===== config.mk =====
export PLATFORM = sky130hd
export DESIGN_NAME = ms_tri_merge_flat
export DESIGN_NICKNAME = d
export VERILOG_FILES = /design/src/rtl/ms_tri_pkg.sv /design/src/rtl/ms_tri_ifs.sv /design/src/rtl/ms_tri_merge.sv /design/src/flat_wrapper.sv
export SDC_FILE = /design/constraint.sdc
export NUM_CORES = 1
export LEC_CHECK = 0
export BUFFER_PORTS_ARGS = -buffer_cell sky130_fd_sc_hd__buf_2
export CORE_MARGIN = 8
export CORE_UTILIZATION = 30
export DETAILED_ROUTE_END_ITERATION = 10
export GPL_TIMING_DRIVEN = 1
export HOLD_SLACK_MARGIN = 0.03
export PLACE_DENSITY = 0.43
export SLEW_MARGIN = 0
export SYNTH_ARGS = -nofsm -noshare
export SYNTH_HDL_FRONTEND = slang
export SYNTH_SLANG_ARGS = --single-unit

===== constraint.sdc =====
create_clock -name clk -period 7 [get_ports clk]
set_input_delay 1.05 -clock clk [delete_from_list [all_inputs] [get_ports clk]]
set_output_delay 1.05 -clock clk [all_outputs]
set_load 0.005 [all_outputs]

===== src/rtl/ms_tri_pkg.sv =====
package ms_tri_pkg;

    localparam int MASK_W  = 16;
    localparam int FRAC_W  = 17;
    localparam int POINT_W = 3;
    localparam int NUM_CORNERS = 4;
    localparam int MAX_POINTS  = 6;

    typedef logic signed [MASK_W-1:0] mask_t;
    typedef logic [FRAC_W-1:0]        frac_t;
    typedef logic [POINT_W-1:0]       point_t;

    localparam logic [1:0] REG_MASK_THRESHOLD = 2'd0;
    localparam logic [1:0] REG_INVERT_MASK    = 2'd1;
    localparam logic [1:0] REG_UNIFORM_MODE   = 2'd2;

    localparam point_t PT_CORNER0 = 3'd0;
    localparam point_t PT_CORNER1 = 3'd1;
    localparam point_t PT_CORNER2 = 3'd2;
    localparam point_t PT_CORNER3 = 3'd3;
    localparam point_t PT_EDGE01  = 3'd4;

    typedef struct packed {
        logic [NUM_CORNERS-1:0] solid;
        logic                   uniform;
    } cell_ctrl_t;

endpackage


===== src/rtl/ms_tri_ifs.sv =====


interface ms_tri_out_if;
    logic                      valid;
    logic                      ready;
    ms_tri_pkg::point_t        point_a;
    ms_tri_pkg::point_t        point_b;
    ms_tri_pkg::point_t        point_c;
    ms_tri_pkg::frac_t         frac_a;
    ms_tri_pkg::frac_t         frac_b;
    ms_tri_pkg::frac_t         frac_c;
    logic                      last_triangle;

    modport source (output valid, point_a, point_b, point_c, frac_a, frac_b, frac_c,
                    last_triangle, input ready);
    modport sink (input valid, point_a, point_b, point_c, frac_a, frac_b, frac_c,
                  last_triangle, output ready);
endinterface


===== src/rtl/ms_tri_merge.sv =====
module ms_tri_merge (
    input  logic                   clk,
    input  logic                   rst_n,
    input  logic                   in_valid,
    output logic                   in_ready,
    input  ms_tri_pkg::cell_ctrl_t ctrl,
    input  ms_tri_pkg::frac_t      fracs [0:3],
    ms_tri_out_if.source           triangles
);
    import ms_tri_pkg::*;

    logic       busy_reg, busy_next;
    logic       quad_reg;
    logic [1:0] left_reg;
    point_t     pt_reg [0:MAX_POINTS-1];
    frac_t      fr_reg [0:MAX_POINTS-1];
    logic       out_valid_reg;

    point_t     pt_next [0:MAX_POINTS-1];
    frac_t      fr_next [0:MAX_POINTS-1];
    logic [2:0] n_pts;
    logic       quad;
    logic       emit;
    logic       load;

    always_comb
    begin
        n_pts = '0;
        for (int k = 0; k < MAX_POINTS; k++)
        begin
            pt_next[k] = PT_CORNER0;
            fr_next[k] = '0;
        end
        for (int i = 0; i < NUM_CORNERS; i++)
        begin
            if (ctrl.solid[i])
            begin
                pt_next[n_pts] = point_t'(i);
                fr_next[n_pts] = '0;
                n_pts = n_pts + 3'd1;
            end
            if (ctrl.solid[i] != ctrl.solid[(i+1)%NUM_CORNERS])
            begin
                pt_next[n_pts] = PT_EDGE01 + point_t'(i);
                fr_next[n_pts] = fracs[i];
                n_pts = n_pts + 3'd1;
            end
        end
        quad = ctrl.uniform || (ctrl.solid == '1);
    end

    assign emit      = busy_reg && (!out_valid_reg || triangles.ready);
    assign in_ready  = !busy_reg || (emit && left_reg == 2'd0);
    assign load      = in_valid && in_ready;
    assign busy_next = ctrl.solid != '0;

    always_ff @(posedge clk or negedge rst_n)
    begin
        if (!rst_n)
        begin
            busy_reg      <= 1'b0;
            out_valid_reg <= 1'b0;
        end
        else
        begin
            if (load)
                busy_reg <= busy_next;
            else if (emit && left_reg == 2'd0)
                busy_reg <= 1'b0;
            if (emit)
                out_valid_reg <= 1'b1;
            else if (triangles.ready)
                out_valid_reg <= 1'b0;
        end
    end

    always_ff @(posedge clk)
    begin
        if (load)
        begin
            quad_reg <= quad;
            left_reg <= quad ? 2'd1 : 2'(n_pts - 3'd3);
            pt_reg   <= pt_next;
            fr_reg   <= fr_next;
        end
        else if (emit)
        begin
            left_reg <= left_reg - 2'd1;
            for (int k = 1; k < MAX_POINTS - 1; k++)
            begin
                pt_reg[k] <= pt_reg[k+1];
                fr_reg[k] <= fr_reg[k+1];
            end
        end

        if (emit)
        begin
            triangles.last_triangle <= left_reg == 2'd0;
            if (quad_reg)
            begin
                triangles.point_a <= PT_CORNER0;
                triangles.point_b <= (left_reg == 2'd1) ? PT_CORNER2 : PT_CORNER1;
                triangles.point_c <= (left_reg == 2'd1) ? PT_CORNER3 : PT_CORNER2;
                triangles.frac_a  <= '0;
                triangles.frac_b  <= '0;
                triangles.frac_c  <= '0;
            end
            else
            begin
                triangles.point_a <= pt_reg[0];
                triangles.point_b <= pt_reg[1];
                triangles.point_c <= pt_reg[2];
                triangles.frac_a  <= fr_reg[0];
                triangles.frac_b  <= fr_reg[1];
                triangles.frac_c  <= fr_reg[2];
            end
        end
    end

    assign triangles.valid = out_valid_reg;

endmodule


===== src/flat_wrapper.sv =====
// flat-port wrapper written by rule: the top's interface ports become plain ports
module ms_tri_merge_flat import ms_tri_pkg::*;
  (clk, rst_n, in_valid, in_ready, ctrl, fracs, triangles_valid, triangles_point_a, triangles_point_b, triangles_point_c, triangles_frac_a, triangles_frac_b, triangles_frac_c, triangles_last_triangle, triangles_ready);
  ms_tri_out_if triangles_i ();
  input  logic clk;
  input  logic rst_n;
  input  logic in_valid;
  output logic in_ready;
  input  ms_tri_pkg::cell_ctrl_t ctrl;
  input  ms_tri_pkg::frac_t fracs[0:3];
  output wire logic [$bits(triangles_i.valid)-1:0] triangles_valid;
  output wire logic [$bits(triangles_i.point_a)-1:0] triangles_point_a;
  output wire logic [$bits(triangles_i.point_b)-1:0] triangles_point_b;
  output wire logic [$bits(triangles_i.point_c)-1:0] triangles_point_c;
  output wire logic [$bits(triangles_i.frac_a)-1:0] triangles_frac_a;
  output wire logic [$bits(triangles_i.frac_b)-1:0] triangles_frac_b;
  output wire logic [$bits(triangles_i.frac_c)-1:0] triangles_frac_c;
  output wire logic [$bits(triangles_i.last_triangle)-1:0] triangles_last_triangle;
  input wire logic [$bits(triangles_i.ready)-1:0] triangles_ready;
  assign triangles_valid = triangles_i.valid;
  assign triangles_point_a = triangles_i.point_a;
  assign triangles_point_b = triangles_i.point_b;
  assign triangles_point_c = triangles_i.point_c;
  assign triangles_frac_a = triangles_i.frac_a;
  assign triangles_frac_b = triangles_i.frac_b;
  assign triangles_frac_c = triangles_i.frac_c;
  assign triangles_last_triangle = triangles_i.last_triangle;
  assign triangles_i.ready = triangles_ready;
  ms_tri_merge u_core (.clk(clk), .rst_n(rst_n), .in_valid(in_valid), .in_ready(in_ready), .ctrl(ctrl), .fracs(fracs), .triangles(triangles_i));
endmodule

==> impl_metrics.toml <==
[routing]
vias = 8964
drtIter0Drc = 788
wl_per_cell_um = 23.07
ant_nets = 0
drc = 0
dr.pass1.iters = 5
totalWireLength_mm = 38.60
avgViaCountPerCell = 5.358

[clocking]
cts_sinks = 186
clk_pin_slew_ps = 70
cts_max_level = 4
postCtsSetupBuffers = 0
cts_buffer_depth = 2
root_buffer = "clkbuf_16"
cts_made_buffers = 17
cts_tree = "yes"
cts_hold_buf = 0
clk-insertion-delay-late_ps = 440
cts_resized = 0

[synthesis]
synth.avg_cell_area_um2 = 10.23
synth.lib_cells_used.distinct = 78
synth_most_common_cell = "edfxtp_1"
yosys.area.top_type_share_pct = 49.04
synth.area.top_cells = "edfxtp_1, a21oi_1, nand2_1"
synth.ff_latch_count = 186
synth-edff-count = 184
synth_ff_type = "edfxtp_1"
yosysWarnings = 0
netlist_area_um2 = 11270
synth_fp_nets = 1194
synthCells = 1101
synth.top_cells.by_count = "edfxtp_1, a21oi_1, nand2_1, nor2_1, clkbuf_1"
async_flop_share_pct = 1.075
yosysTopAreaCell = "edfxtp_1"
yosysSeqAreaShare_pct = 49.49

[sta]
worst_pin_slew_ps = 1087
fin_crit_ps = 5864
final_max_slew_viol_count = 0
hold_viol_final = 0
clock.fmax_mhz = 170.5
clock_skew_ps = 11.31
setup_viol_count_final = 0
relSlewSlack_pct = 27.51
final.setup.tns_ps = 0
rsz0062_at_grt = "no"
finalCritPeriodShare_pct = 83.77

[outcome]
outcome = "complete, no violations"

[worst_setup_path]
cp_top_family = "adder cells"
max_stage_delay_ps = 610
cp.required_ps = 7190
crit_type = "primary input to flop"
crit_path_end_kind = "flop"
critical_path_buf_inv_count = 5
start_kind = "primary input"
crit_chain = "buf_2, inv_1, ha_1, inv_1, ha_1, mux2_4, inv_2, ha_1, nand2_1, a21boi_0, inv_1, ha_1, or3b_2, o311ai_1, a32oi_1, mux2i_4, nor3_1, a221o_1"
crit_path_frequent_cell = "ha_1"
cp.arrival_ps = 6050
cp_max_fo = 19
crit_slowest_cell = "mux2i_4"

[global_route]
track_usage_pct = 17.23
grt_antenna_before_repair = 2
grt_pass1_wl_mm = 58.79
grt_pass1_vias = 8857
grt_max_degree = 69
grt.overflow.total = 0

[floorplanning]
die_w_um = 209.8
top_level_ports = 140
die_y_um = 209.8
die_area_um2 = 44010
start_util_pct = 30.19
row_count = 71
core-area_um2 = 37310

[power_and_ir_drop]
p_sw_share_pct = 34.35
p_per_area_nw_per_um2 = 328.5
intPower_mw = 2.782
seq_power_share_pct = 44.8
power.leakage_nw = 4.834
total_power_mw = 4.237
combPwrFrac_pct = 31.4
p_sw_mw = 1.456
clockPowerShare_pct = 23.8
max-vdd-ir-drop_mv = 0.1538

[place]
gp_congestion = 0.8438
io_buffers = 139
post-dp-hpwl_mm = 27.91

[final_layout]
largest_reg_flops = 102
nets = 1278
drive_gt1_share_pct = 21.29
synthToLayoutAreaGrowth_pct = 14.50

[run]
cap_viol_max_count = 0

[min_path]
holdCritPathClass = "primary input to async pin"
-- path summary, 6_finish.rpt --
path | start | end | slack (ps) | depth (start not counted)
max in group asynchronous | rst_n | u_core.busy_reg | 6510 | 1
setup / recovery | ctrl[1] | u_core.fr_reg[29] | 1140 | 18
hold / removal | rst_n | u_core.triangles.valid | 390 | 1
setup reg to reg | u_core.left_reg[0] | u_core.fr_reg[48] | 3440 | 7
hold reg to reg | u_core.busy_reg | u_core.triangles.valid | 470 | 1
min in group clk | u_core.busy_reg | u_core.triangles.valid | 470 | 1
-- final cells by class --
cell class	count	area, um^2
antenna	1	2.502
clock buffer	19	432.9
clock inverter	13	158.9
fill	3855	24410
inverter	33	126.4
multi-input combinational	786	5150
sequential	186	5575
tap	474	593.1
timing repair buffer	161	860.8
-- cells by family after synthesis --
family          Yosys count  share of synthesized area [%]
compound gates          336                          21.47
mux                      27                          2.788
simple gates            396                          18.08
flops                   186                          49.49
buf+inv                 129                          5.231
fa+ha+maj                16                          1.777
xor+xnor                 11                          1.166
-- layout by cell type, fill, tap and decap left out, drive strengths merged, types with 37 or more instances in the layout --
cell type,instances
o21ai,42
a21oi,114
nand3,38
nor2b,56
inv,38
buf,161
and3,39
nor2,72
o211ai,37
edfxtp,184
nand2,110
-- power groups by stage --
stage                     registers (mW)  logic (mW)  clock network (mW)
after detailed placement            1.93        1.33                   0
after floorplan                     1.90       0.855                   0
after CTS                           1.90        1.33                1.03
after global routing                1.94        1.47                1.07
after global placement              1.93        1.32                   0
final                               1.90        1.33                1.01
-- layer usage --
metal	wire length [um]	vias to the layer above	track usage (%)	share of wire, %
met3	2226	33	2.193	5.8
met4	767	0	5.298	2.0
li1	-	4303	-	-
met1	20010	4292	26.93	52
met2	15600	336	24.00	40
met5	0	-	0	0
-- stage by stage --
step	hold slack, ps	std cells	instance area [um^2]	utilization, %	worst slack (ps)
2_1_floorplan	439.2	1101	11270	-	1390
3_3_place_gp	460.4	1640	12310	32.98	799.2
3_5_place_dp	465.1	1640	12310	32.98	693.8
4_1_cts	374.0	1672	12900	34.57	1114
5_1_grt	379.9	1673	12900	34.57	702.8
6_report	393.6	1673	12900	34.57	1136
Note: power is estimated with default switching activity, not from simulation.
